**src/hdl/azss_pkg.sv**
```systemverilog
package azss_pkg;

    localparam int VOLT_WIDTH = 24;
    localparam int CFG_WIDTH  = 24;
    localparam int CFG_IDX_W  = 3;

    // Config register indexes
    localparam logic [CFG_IDX_W-1:0] CFG_SLOPE_R1  = 3'd0;
    localparam logic [CFG_IDX_W-1:0] CFG_OFFSET_R1 = 3'd1;
    localparam logic [CFG_IDX_W-1:0] CFG_SLOPE_R2  = 3'd2;
    localparam logic [CFG_IDX_W-1:0] CFG_OFFSET_R2 = 3'd3;
    localparam logic [CFG_IDX_W-1:0] CFG_SLOPE_R3  = 3'd4;
    localparam logic [CFG_IDX_W-1:0] CFG_OFFSET_R3 = 3'd5;
    localparam logic [CFG_IDX_W-1:0] CFG_KNEE_THR  = 3'd6;
    localparam logic [CFG_IDX_W-1:0] CFG_KNEE_SLP  = 3'd7;

    localparam int SLOPE_W = 20;
    localparam int KNEE_W  = 23;
    localparam int RECIP_W = 25;

    localparam logic [SLOPE_W-1:0]   SLOPE_R1_RST  = 20'd64986;
    localparam logic [CFG_WIDTH-1:0] OFFSET_R1_RST = 24'd20312;
    localparam logic [SLOPE_W-1:0]   SLOPE_R2_RST  = 20'd66911;
    localparam logic [CFG_WIDTH-1:0] OFFSET_R2_RST = 24'd8590;
    localparam logic [SLOPE_W-1:0]   SLOPE_R3_RST  = 20'd66898;
    localparam logic [CFG_WIDTH-1:0] OFFSET_R3_RST = 24'd517;
    localparam logic [KNEE_W-1:0]    KNEE_THR_RST  = 23'd5213433;
    localparam logic [SLOPE_W-1:0]   KNEE_SLP_RST  = 20'd536739;

    localparam int ONE_VOLT   = 1048576;
    localparam int TENTH_VOLT = 104857;
    localparam int MILLI_VOLT = 1048;
    localparam int KNEE_BASE  = 5190451;

    localparam logic [2:0] ZERO_SWITCH = 3'd4;

    localparam logic [1:0] RANGE_ONE   = 2'd1;
    localparam logic [1:0] RANGE_TWO   = 2'd2;
    localparam logic [1:0] RANGE_THREE = 2'd3;

    // Sequence phases
    localparam logic [2:0] PH_SELECT = 3'd1;
    localparam logic [2:0] PH_RANGE  = 3'd2;
    localparam logic [2:0] PH_WAIT   = 3'd3;
    localparam logic [2:0] PH_ZERO   = 3'd4;
    localparam logic [2:0] PH_SETTLE = 3'd5;

    typedef struct packed {
        logic [2:0]                   channel;
        logic signed [VOLT_WIDTH-1:0] sample;
    } acq_req_t;

    typedef struct packed {
        logic [2:0]                   input_select;
        logic [1:0]                   gain_range;
        logic signed [VOLT_WIDTH-1:0] weight_voltage;
        logic                         value_updated;
    } rpt_req_t;

    typedef struct packed {
        logic latch_in;
        logic set_select;
        logic mul_ir;
        logic range_eval;
        logic diff;
        logic mul_cal;
        logic cal_finish;
        logic emit;
        logic updated;
    } azss_cmd_t;

    typedef struct packed {
        logic range_change;
    } azss_sts_t;

    // Reciprocal gain in units of 2^-24: x1, x4.48, x45
    function automatic logic [RECIP_W-1:0] recip_gain(input logic [1:0] idx);
        logic [RECIP_W-1:0] r;
        case (idx)
            2'd0:    r = 25'd16777216;
            2'd1:    r = 25'd3744914;
            2'd2:    r = 25'd372827;
            default: r = 25'd16777216;
        endcase
        return r;
    endfunction

endpackage

```
**src/hdl/azss_ctrl.sv**
```systemverilog
module azss_ctrl
    import azss_pkg::*;
(
    input  logic       clk,
    input  logic       rst_n,
    input  logic       acq_valid,
    output logic       acq_ready,
    input  logic [2:0] channel,
    output logic       rpt_valid,
    input  logic       rpt_ready,
    input  azss_sts_t  sts,
    output azss_cmd_t  cmd
);

    localparam logic [2:0] S_IDLE  = 3'd0;
    localparam logic [2:0] S_START = 3'd1;
    localparam logic [2:0] S_IR    = 3'd2;
    localparam logic [2:0] S_MULC  = 3'd3;
    localparam logic [2:0] S_CAL   = 3'd4;
    localparam logic [2:0] S_EMIT  = 3'd5;

    logic [2:0] state_reg, state_next;
    logic [2:0] phase_reg, phase_next;
    logic [2:0] last_ch_reg, last_ch_next;
    logic [2:0] work_ph_reg, work_ph_next;
    logic       upd_reg, upd_next;
    logic       rpt_valid_reg, rpt_valid_next;

    always_ff @(posedge clk or negedge rst_n)
    begin
        if (!rst_n)
        begin
            state_reg     <= S_IDLE;
            phase_reg     <= PH_SELECT;
            last_ch_reg   <= 3'd0;
            work_ph_reg   <= PH_SELECT;
            upd_reg       <= 1'b0;
            rpt_valid_reg <= 1'b0;
        end
        else
        begin
            state_reg     <= state_next;
            phase_reg     <= phase_next;
            last_ch_reg   <= last_ch_next;
            work_ph_reg   <= work_ph_next;
            upd_reg       <= upd_next;
            rpt_valid_reg <= rpt_valid_next;
        end
    end

    always_comb
    begin
        state_next     = state_reg;
        phase_next     = phase_reg;
        last_ch_next   = last_ch_reg;
        work_ph_next   = work_ph_reg;
        upd_next       = upd_reg;
        rpt_valid_next = rpt_valid_reg;
        cmd            = '0;
        cmd.updated    = upd_reg;
        acq_ready      = 1'b0;

        if (rpt_valid_reg && rpt_ready)
        begin
            rpt_valid_next = 1'b0;
        end

        case (state_reg)
            S_IDLE:
            begin
                acq_ready = 1'b1;
                if (acq_valid)
                begin
                    cmd.latch_in = 1'b1;
                    // a channel change restarts the sequence
                    work_ph_next = (channel != last_ch_reg) ? PH_SELECT : phase_reg;
                    last_ch_next = channel;
                    upd_next     = 1'b0;
                    state_next   = S_START;
                end
            end
            S_START:
            begin
                case (work_ph_reg)
                    PH_SELECT:
                    begin
                        cmd.set_select = 1'b1;
                        phase_next     = PH_RANGE;
                        state_next     = S_EMIT;
                    end
                    PH_RANGE, PH_ZERO:
                    begin
                        cmd.mul_ir = 1'b1;
                        state_next = S_IR;
                    end
                    PH_WAIT:
                    begin
                        phase_next = PH_ZERO;
                        state_next = S_EMIT;
                    end
                    PH_SETTLE:
                    begin
                        phase_next = PH_RANGE;
                        state_next = S_EMIT;
                    end
                    default:
                    begin
                        phase_next = PH_SELECT;
                        state_next = S_EMIT;
                    end
                endcase
            end
            S_IR:
            begin
                if (work_ph_reg == PH_RANGE)
                begin
                    cmd.range_eval = 1'b1;
                    phase_next     = sts.range_change ? PH_SETTLE : PH_WAIT;
                    state_next     = S_EMIT;
                end
                else
                begin
                    cmd.diff   = 1'b1;
                    state_next = S_MULC;
                end
            end
            S_MULC:
            begin
                cmd.mul_cal = 1'b1;
                state_next  = S_CAL;
            end
            S_CAL:
            begin
                cmd.cal_finish = 1'b1;
                upd_next       = 1'b1;
                phase_next     = PH_SETTLE;
                state_next     = S_EMIT;
            end
            S_EMIT:
            begin
                // hold until the output register is free
                if (!rpt_valid_reg || rpt_ready)
                begin
                    cmd.emit       = 1'b1;
                    rpt_valid_next = 1'b1;
                    state_next     = S_IDLE;
                end
            end
            default:
            begin
                state_next = S_IDLE;
            end
        endcase
    end

    assign rpt_valid = rpt_valid_reg;

endmodule

```
**src/hdl/azss_datapath.sv**
```systemverilog
module azss_datapath
    import azss_pkg::*;
(
    input  logic                 clk,
    input  logic                 rst_n,
    input  acq_req_t             acq,
    input  logic                 cfg_wr_en,
    input  logic [CFG_IDX_W-1:0] cfg_index,
    input  logic [CFG_WIDTH-1:0] cfg_wdata,
    input  azss_cmd_t            cmd,
    output azss_sts_t            sts,
    output rpt_req_t             rpt
);

    localparam int W   = VOLT_WIDTH;
    localparam int AW  = W + 1;
    localparam int CW  = (AW + 1 > KNEE_W + 1) ? AW + 1 : KNEE_W + 1;
    localparam int PW  = AW + RECIP_W + 1;

    logic [SLOPE_W-1:0]   slope_r1_reg, slope_r2_reg, slope_r3_reg, knee_slp_reg;
    logic [CFG_WIDTH-1:0] offset_r1_reg, offset_r2_reg, offset_r3_reg;
    logic [KNEE_W-1:0]    knee_thr_reg;

    logic signed [W-1:0]  sample_reg;
    logic [2:0]           sel_reg;
    logic [1:0]           range_reg, range_next;
    logic signed [W-1:0]  raw_reg, raw_next;
    logic signed [W-1:0]  cal_reg, cal_next;
    logic [2:0]           sw_reg, sw_next;
    logic signed [PW-1:0] prod_reg;
    logic signed [AW-1:0] d_reg;
    logic                 knee_reg;
    rpt_req_t             rpt_reg;

    logic [1:0]           ridx;
    logic signed [AW-1:0] mul_a;
    logic [RECIP_W-1:0]   mul_b;
    logic signed [PW-1:0] ir_sum;
    logic signed [W-1:0]  ir;
    logic signed [CW-1:0] ir_ext;
    logic [1:0]           nr;
    logic signed [AW-1:0] d_next;
    logic signed [CW-1:0] d_ext;
    logic signed [CW-1:0] dk_ext;
    logic signed [PW-1:0] cal_q;
    logic signed [PW-1:0] cal_term;
    logic signed [PW-1:0] cal_sum;
    logic signed [W-1:0]  cal_sat;
    logic [SLOPE_W-1:0]   slope_sel;
    logic [CFG_WIDTH-1:0] offset_sel;

    // Config registers
    always_ff @(posedge clk or negedge rst_n)
    begin
        if (!rst_n)
        begin
            slope_r1_reg  <= SLOPE_R1_RST;
            offset_r1_reg <= OFFSET_R1_RST;
            slope_r2_reg  <= SLOPE_R2_RST;
            offset_r2_reg <= OFFSET_R2_RST;
            slope_r3_reg  <= SLOPE_R3_RST;
            offset_r3_reg <= OFFSET_R3_RST;
            knee_thr_reg  <= KNEE_THR_RST;
            knee_slp_reg  <= KNEE_SLP_RST;
        end
        else if (cfg_wr_en)
        begin
            case (cfg_index)
                CFG_SLOPE_R1:  slope_r1_reg  <= cfg_wdata[SLOPE_W-1:0];
                CFG_OFFSET_R1: offset_r1_reg <= cfg_wdata;
                CFG_SLOPE_R2:  slope_r2_reg  <= cfg_wdata[SLOPE_W-1:0];
                CFG_OFFSET_R2: offset_r2_reg <= cfg_wdata;
                CFG_SLOPE_R3:  slope_r3_reg  <= cfg_wdata[SLOPE_W-1:0];
                CFG_OFFSET_R3: offset_r3_reg <= cfg_wdata;
                CFG_KNEE_THR:  knee_thr_reg  <= cfg_wdata[KNEE_W-1:0];
                CFG_KNEE_SLP:  knee_slp_reg  <= cfg_wdata[SLOPE_W-1:0];
                default:       knee_slp_reg  <= knee_slp_reg;
            endcase
        end
    end

    assign ridx = (range_reg == 2'd0) ? 2'd0 : range_reg - 2'd1;

    always_comb
    begin
        case (ridx)
            2'd1:    slope_sel = slope_r2_reg;
            2'd2:    slope_sel = slope_r3_reg;
            default: slope_sel = slope_r1_reg;
        endcase
        case (ridx)
            2'd1:    offset_sel = offset_r2_reg;
            2'd2:    offset_sel = offset_r3_reg;
            default: offset_sel = offset_r1_reg;
        endcase
    end

    // Shared multiplier operands
    assign dk_ext = CW'(d_reg) - $signed({{(CW-KNEE_W){1'b0}}, knee_thr_reg});

    always_comb
    begin
        if (cmd.mul_ir)
        begin
            mul_a = AW'(sample_reg);
            mul_b = recip_gain(ridx);
        end
        else if (knee_reg)
        begin
            mul_a = dk_ext[AW-1:0];
            mul_b = RECIP_W'(knee_slp_reg);
        end
        else
        begin
            mul_a = d_reg;
            mul_b = RECIP_W'(slope_sel);
        end
    end

    // Input-referred value, rounded
    assign ir_sum = prod_reg + (PW'(1) <<< 23);
    assign ir     = W'(ir_sum >>> 24);
    assign ir_ext = CW'(ir);

    always_comb
    begin
        if (ir_ext > CW'(ONE_VOLT))
        begin
            nr = RANGE_ONE;
        end
        else if (ir_ext > CW'(TENTH_VOLT))
        begin
            nr = RANGE_TWO;
        end
        else
        begin
            nr = RANGE_THREE;
        end
    end

    assign sts.range_change = (nr != range_reg);

    assign d_next = AW'(raw_reg) - AW'(ir);
    assign d_ext  = CW'(d_next);

    // Calibration result, saturated
    assign cal_q    = (prod_reg + (PW'(1) <<< 15)) >>> 16;
    assign cal_term = knee_reg ? PW'(KNEE_BASE) : PW'($signed(offset_sel));
    assign cal_sum  = cal_q + cal_term;

    always_comb
    begin
        if (cal_sum > PW'((64'sd1 <<< (W - 1)) - 1))
        begin
            cal_sat = {1'b0, {(W-1){1'b1}}};
        end
        else if (cal_sum < -(PW'(1) <<< (W - 1)))
        begin
            cal_sat = {1'b1, {(W-1){1'b0}}};
        end
        else
        begin
            cal_sat = cal_sum[W-1:0];
        end
    end

    always_comb
    begin
        range_next = range_reg;
        raw_next   = raw_reg;
        cal_next   = cal_reg;
        sw_next    = sw_reg;
        if (cmd.set_select)
        begin
            sw_next    = sel_reg;
            range_next = RANGE_ONE;
        end
        if (cmd.range_eval)
        begin
            if (sts.range_change)
            begin
                range_next = nr;
            end
            else
            begin
                raw_next = ir;
                sw_next  = ZERO_SWITCH;
            end
        end
        if (cmd.cal_finish)
        begin
            // drop small range-three readings to zero
            if (ridx == 2'd2 && !knee_reg && cal_sat <= W'(MILLI_VOLT))
            begin
                cal_next = '0;
            end
            else
            begin
                cal_next = cal_sat;
            end
            sw_next = sel_reg;
        end
    end

    always_ff @(posedge clk or negedge rst_n)
    begin
        if (!rst_n)
        begin
            range_reg <= RANGE_ONE;
            raw_reg   <= '0;
            cal_reg   <= '0;
            sw_reg    <= 3'd0;
        end
        else
        begin
            range_reg <= range_next;
            raw_reg   <= raw_next;
            cal_reg   <= cal_next;
            sw_reg    <= sw_next;
        end
    end

    always_ff @(posedge clk)
    begin
        if (cmd.latch_in)
        begin
            sample_reg <= acq.sample;
            sel_reg    <= (acq.channel >= ZERO_SWITCH) ? ZERO_SWITCH : acq.channel;
        end
        if (cmd.mul_ir || cmd.mul_cal)
        begin
            prod_reg <= PW'(mul_a) * PW'($signed({1'b0, mul_b}));
        end
        if (cmd.diff)
        begin
            d_reg    <= d_next;
            knee_reg <= (ridx == 2'd0) && (d_ext >= $signed(CW'(knee_thr_reg)));
        end
        if (cmd.emit)
        begin
            rpt_reg.input_select   <= sw_reg;
            rpt_reg.gain_range     <= range_reg;
            rpt_reg.weight_voltage <= cal_reg;
            rpt_reg.value_updated  <= cmd.updated;
        end
    end

    assign rpt = rpt_reg;

endmodule

```
**src/hdl/autorange_zeroing_scale_sequencer_core.sv**
```systemverilog
// Auto-ranging, zeroing scale front-end sequencer.
// Input channel acq (valid/ready): one ADC sample with the requested channel
// per request. Output channel rpt (valid/ready): one report per request with
// the switch position, gain range, latest calibrated voltage and an update flag.
// Config port: cfg_wr_en, cfg_index, cfg_wdata write one of eight calibration
// registers; write only while no request is in flight.
// One request is worked at a time. After acceptance, the select, wait and settle
// phases go from the start state straight to the report; the range phase adds a
// pass through the shared multiplier (gain reciprocal) and the zeroing phase
// runs two passes through it (gain reciprocal, then calibration slope). Once
// the report is loaded the sequencer returns to idle and takes the next request.
// The report sits in an output register: acq_ready returns while a report
// waits, but if rpt_ready stays low the next report holds in the sequencer
// until the register frees.
// Reset restores the default calibration, phase one, range one, zero readings
// and an empty output register.
module autorange_zeroing_scale_sequencer_core
    import azss_pkg::*;
(
    input  logic                 clk,
    input  logic                 rst_n,
    input  logic                 acq_valid,
    output logic                 acq_ready,
    input  acq_req_t             acq,
    output logic                 rpt_valid,
    input  logic                 rpt_ready,
    output rpt_req_t             rpt,
    input  logic                 cfg_wr_en,
    input  logic [CFG_IDX_W-1:0] cfg_index,
    input  logic [CFG_WIDTH-1:0] cfg_wdata
);

    azss_cmd_t cmd;
    azss_sts_t sts;

    azss_ctrl u_ctrl (
        .clk       (clk),
        .rst_n     (rst_n),
        .acq_valid (acq_valid),
        .acq_ready (acq_ready),
        .channel   (acq.channel),
        .rpt_valid (rpt_valid),
        .rpt_ready (rpt_ready),
        .sts       (sts),
        .cmd       (cmd)
    );

    azss_datapath u_dp (
        .clk       (clk),
        .rst_n     (rst_n),
        .acq       (acq),
        .cfg_wr_en (cfg_wr_en),
        .cfg_index (cfg_index),
        .cfg_wdata (cfg_wdata),
        .cmd       (cmd),
        .sts       (sts),
        .rpt       (rpt)
    );

endmodule

```
**config.mk**
```make
export PLATFORM = sky130hd
export DESIGN_NAME = autorange_zeroing_scale_sequencer_core
export DESIGN_NICKNAME = d
export VERILOG_FILES = /design/src/hdl/azss_pkg.sv /design/src/hdl/azss_ctrl.sv /design/src/hdl/azss_datapath.sv /design/src/hdl/autorange_zeroing_scale_sequencer_core.sv
export SDC_FILE = /design/constraint.sdc
export NUM_CORES = 2
export LEC_CHECK = 0
export BUFFER_PORTS_ARGS = -buffer_cell sky130_fd_sc_hd__buf_2
export CELL_PAD_IN_SITES_DETAIL_PLACEMENT = 1
export CELL_PAD_IN_SITES_GLOBAL_PLACEMENT = 2
export CORE_MARGIN = 1
export CORE_UTILIZATION = 39
export CTS_BUF_LIST = sky130_fd_sc_hd__clkbuf_4
export DETAILED_ROUTE_END_ITERATION = 16
export PLACE_DENSITY_LB_ADDON = 0.1
export REMOVE_ABC_BUFFERS = 1
export SLEW_MARGIN = 20
export SYNTH_ARGS = -nofsm -noshare
export SYNTH_HDL_FRONTEND = slang
export SYNTH_HIERARCHICAL = 1
export SYNTH_SLANG_ARGS = --single-unit
```
**constraint.sdc**
```tcl
create_clock -name clk -period 8.35 [get_ports clk]
set_input_delay 1.2525 -clock clk [delete_from_list [all_inputs] [get_ports clk]]
set_output_delay 1.2525 -clock clk [all_outputs]
set_load 0.05 [all_outputs]
```
==> reports/qor.log <==
qor: yosys.synth.area.top_cells sky130_fd_sc_hd__fa_1, sky130_fd_sc_hd__dfrtp_1, sky130_fd_sc_hd__ha_1, sky130_fd_sc_hd__edfxtp_1, sky130_fd_sc_hd__inv_1
qor: global_routing.antenna_found_initial 11
qor: cts.cts.hold.buffers_added 0
qor: yosys.synthDistinctLibCells 102
qor: timing.timing.max_slew.rel_slack 0.295
qor: timing.final_max_slew_viol_count 0
qor: die.site_rows 116
qor: worst_setup_path.crit_start u_dp/knee_thr_reg[6]
qor: worst_setup_path.type_of_the_worst_setup_path reg -> reg
qor: status.failing_checks setup timing
qor: flow_run.timing.max_cap.violations 0
qor: placement.detailed_placer_s_ending_hpwl 112000 um
qor: layout.finish.net_count 5548
qor: die.design.die.area 103000 um2
qor: cts.worst_skew_pair.late_latency 920 ps
qor: yosys.synthesis.yosys.warnings 6
qor: layout.final_design_area_no_fill 48800 um2
qor: yosys.number_of_flops_mapped_to_enable_cells_by_yosys 119
qor: yosys.synth_largest_area_cell sky130_fd_sc_hd__fa_1
qor: timing.period_minus_slack 9130 ps
qor: timing.final.setup.worst_slack -778 ps
qor: timing.max_freq 110 MHz
qor: route.first_pass_iters 5
qor: timing.final.period_utilization 1.09
qor: placement.placed_cells 5893
qor: layout.final-instance-count-excl-fill 6130
qor: cts.tritoncts built
qor: route.post_route_drc_violation_count 0
qor: timing.worstMarginPinSlew 1060 ps
qor: worst_setup_path.regToRegEndpoint u_dp/prod_reg[49]
qor: yosys.synth.area.mux_share 0.0750
qor: cts.clock_sink_count 361
qor: global_routing.first_global_vias 34600
qor: worst_setup_path.capture_point_of_the_worst_path u_dp/prod_reg[49]
qor: cts.clock_buffer_depth 3
qor: timing.finalSetupTns -14680 ps
qor: layout.largest_register_ffs 36
qor: yosys.synth.cell_area 39700 um2
qor: yosys.syn_avg_cell_area 9.70 um2
qor: worst_setup_path.path_depth 37
qor: worst_setup_path.worst-endpoint-arrival 9750 ps
qor: die.floorplan.die.width 321 um
qor: worst_setup_path.r2r_start u_dp/knee_thr_reg[6]
qor: cts.cts_inserted_buffers 100
qor: cts.ctsHtreeMaxLevel 3
qor: yosys.yosysSeqAreaShare 0.244
qor: worst_setup_path.worst_path_most_repeated_cell sky130_fd_sc_hd__fa_1
qor: yosys.yosysTopAreaCellShare 0.241
qor: placement.gpl.final_weighted_congestion 0.939
qor: status.run_status complete, but fails checks
qor: min_path.holdCritPathClass in -> async
qor: route.detailroute.via_count 32000
qor: worst_setup_path.timing.critical_path.from_type register
qor: placement.place.port_buffers 90
qor: timing.report.final.hold_viol_count 0
qor: route.ant_nets 0
qor: global_routing.grt_start_max_net_pins 162
qor: worst_setup_path.cpMaxStageDelayCell sky130_fd_sc_hd__or4b_4
qor: layout.leading_cell_types_in_the_layout_fill_and_taps_excluded sky130_fd_sc_hd__inv_1, sky130_fd_sc_hd__buf_4, sky130_fd_sc_hd__fa_1
qor: global_routing.grt_first_pass_wirelength 209000 um
qor: die.core-area 101000 um2
qor: worst_setup_path.crit_fanout 4
qor: yosys.synth_cells 4094
qor: layout.number_of_inserted_filler_cells_in_the_final_layout 11400
qor: yosys.synth-xor-area-share 0.0348
qor: yosys.synth_top_flop_cell sky130_fd_sc_hd__dfrtp_1
qor: worst_setup_path.cpLargestDelayFamily adder cells
qor: yosys.synth.ff_latch_count 361
qor: cts.clkSlewWorstSetupHoldPaths 70 ps
qor: layout.area_growth_syn_to_layout 22.9%
qor: yosys.yosys.area_share.simple 0.128
qor: die.start_util 0.395
qor: timing.rsz_0062_raised_after_global_routing true
qor: layout.drive_above_1_share 0.297
qor: yosys.synth_top_family_by_area adder cells
qor: worst_setup_path.largest_stage_delay_on_the_critical_path 560 ps
qor: layout.utilization 0.485
qor: timing.fin_worst_skew 111 ps
qor: yosys.async_reset_ff_frac 0.670
qor: cts.ctsRootBufferMaster sky130_fd_sc_hd__clkbuf_4
qor: timing.finalSetupViolations 30
qor: die.io_pins 91
qor: worst_setup_path.worstSetupEndpointType register
qor: route.wire_per_inst 22.5 um
qor: layout.commonest_non_fill_non_tap_cell_in_the_layout sky130_fd_sc_hd__inv_1
qor: worst_setup_path.regToRegSetupSlack -780 ps
qor: placement.dpl_cell_area 45500 um2
qor: yosys.synth-compound-area-share 0.0940
qor: yosys.synth_adder_area_share 0.343
qor: route.postRouteWirelength 138000 um
qor: route.via_per_inst 5.22
qor: global_routing.grtUsageTotal 0.271
qor: worst_setup_path.critical_path_required 8970 ps
qor: route.drt_iter0_drc 1740
qor: global_routing.grt_overflow_total 0
qor: die.die_h 321 um
qor: worst_setup_path.r2r.worst_path.cells 37
qor: worst_setup_path.number_of_buffer_and_inverter_stages_on_the_critical_path 7
-- cell families after synthesis --
| logic type | after synthesis |
|---|---|
| AND/OR/NAND/NOR | 1112 |
| adder cells (fa/ha/maj) | 802 |
| buffers and inverters | 832 |
| flip-flops | 361 |
| multiplexers | 273 |
| AO/OA/AOI/OAI | 556 |
| XOR/XNOR | 158 |
-- layout make-up --
type,count,area [um2],area share
Inverter,653,2450,0.0502
Timing Repair Buffer,670,5290,0.108
Sequential cell,361,9720,0.199
Clock buffer,163,1220,0.0251
Multi-Input combinational cell,2901,28300,0.580
Antenna cell,2,5.00,0.000103
Clock inverter,23,113,0.00231
Tap cell,1357,1700,0.0348
-- repair_timing --
| item | CTS | global route |
|---|---|---|
| cloned | 0 | 1 |
| buffers inserted | 37 | 32 |
| setup endpoints to repair | 36 | 36 |
| resized for setup | 197 | 158 |
| pin swaps | 130 | 138 |
-- per-stage QoR --
| step | worst slack (ps) | hold WS, ps |
|---|---|---|
| floorplan | -4430 | 425 |
| global placement | -1330 | 432 |
| detailed placement | -1480 | 434 |
| CTS | -863 | 304 |
| global route | -1120 | 340 |
| finish | -778 | 339 |
-- how the worst min path moves through the flow --
| stage | startpoint | cells past startpoint | end |
|---|---|---|---|
| global route | rst_n | 1 | u_ctrl/last_ch_reg[1] |
| global placement | u_ctrl/upd_reg | 0 | u_dp/rpt[0] |
| finish | rst_n | 1 | u_dp/sw_reg[2] |
| floorplan | u_dp/sw_reg[2] | 0 | u_dp/rpt[29] |
| CTS | rst_n | 1 | u_dp/cal_reg[23] |
| detailed placement | u_dp/cal_reg[17] | 0 | u_dp/rpt[18] |
-- synth_stat cells (31+ instances only) --
cell / count
sky130_fd_sc_hd__a211oi_1: 49
sky130_fd_sc_hd__a21o_1: 52
sky130_fd_sc_hd__a21oi_1: 152
sky130_fd_sc_hd__and2_1: 42
sky130_fd_sc_hd__and3_1: 34
sky130_fd_sc_hd__clkbuf_1: 137
sky130_fd_sc_hd__dfrtp_1: 174
sky130_fd_sc_hd__dfstp_2: 68
sky130_fd_sc_hd__edfxtp_1: 119
sky130_fd_sc_hd__fa_1: 478
sky130_fd_sc_hd__ha_1: 324
sky130_fd_sc_hd__inv_1: 651
sky130_fd_sc_hd__mux2_2: 188
sky130_fd_sc_hd__mux2i_1: 82
sky130_fd_sc_hd__nand2_1: 417
sky130_fd_sc_hd__nand2b_1: 33
sky130_fd_sc_hd__nand3_1: 47
sky130_fd_sc_hd__nand4_1: 31
sky130_fd_sc_hd__nor2_1: 324
sky130_fd_sc_hd__nor2b_1: 39
sky130_fd_sc_hd__nor3_1: 65
sky130_fd_sc_hd__o21a_1: 35
sky130_fd_sc_hd__o21ai_0: 76
sky130_fd_sc_hd__xnor2_1: 98
sky130_fd_sc_hd__xor2_1: 60
-- metal layers --
metal  track usage  vias to the layer above  routed length (um)
li1              -                    14700                   -
met2         0.445                      671               65100
met1         0.365                    16500               61700
met4        0.0833                        4                4270
met3        0.0435                      200                6570
met5             0                        -                  21
Power is left out: the tool's default activity adds up to more than one toggle a clock period on the data nets, which glitch-free logic cannot reach.
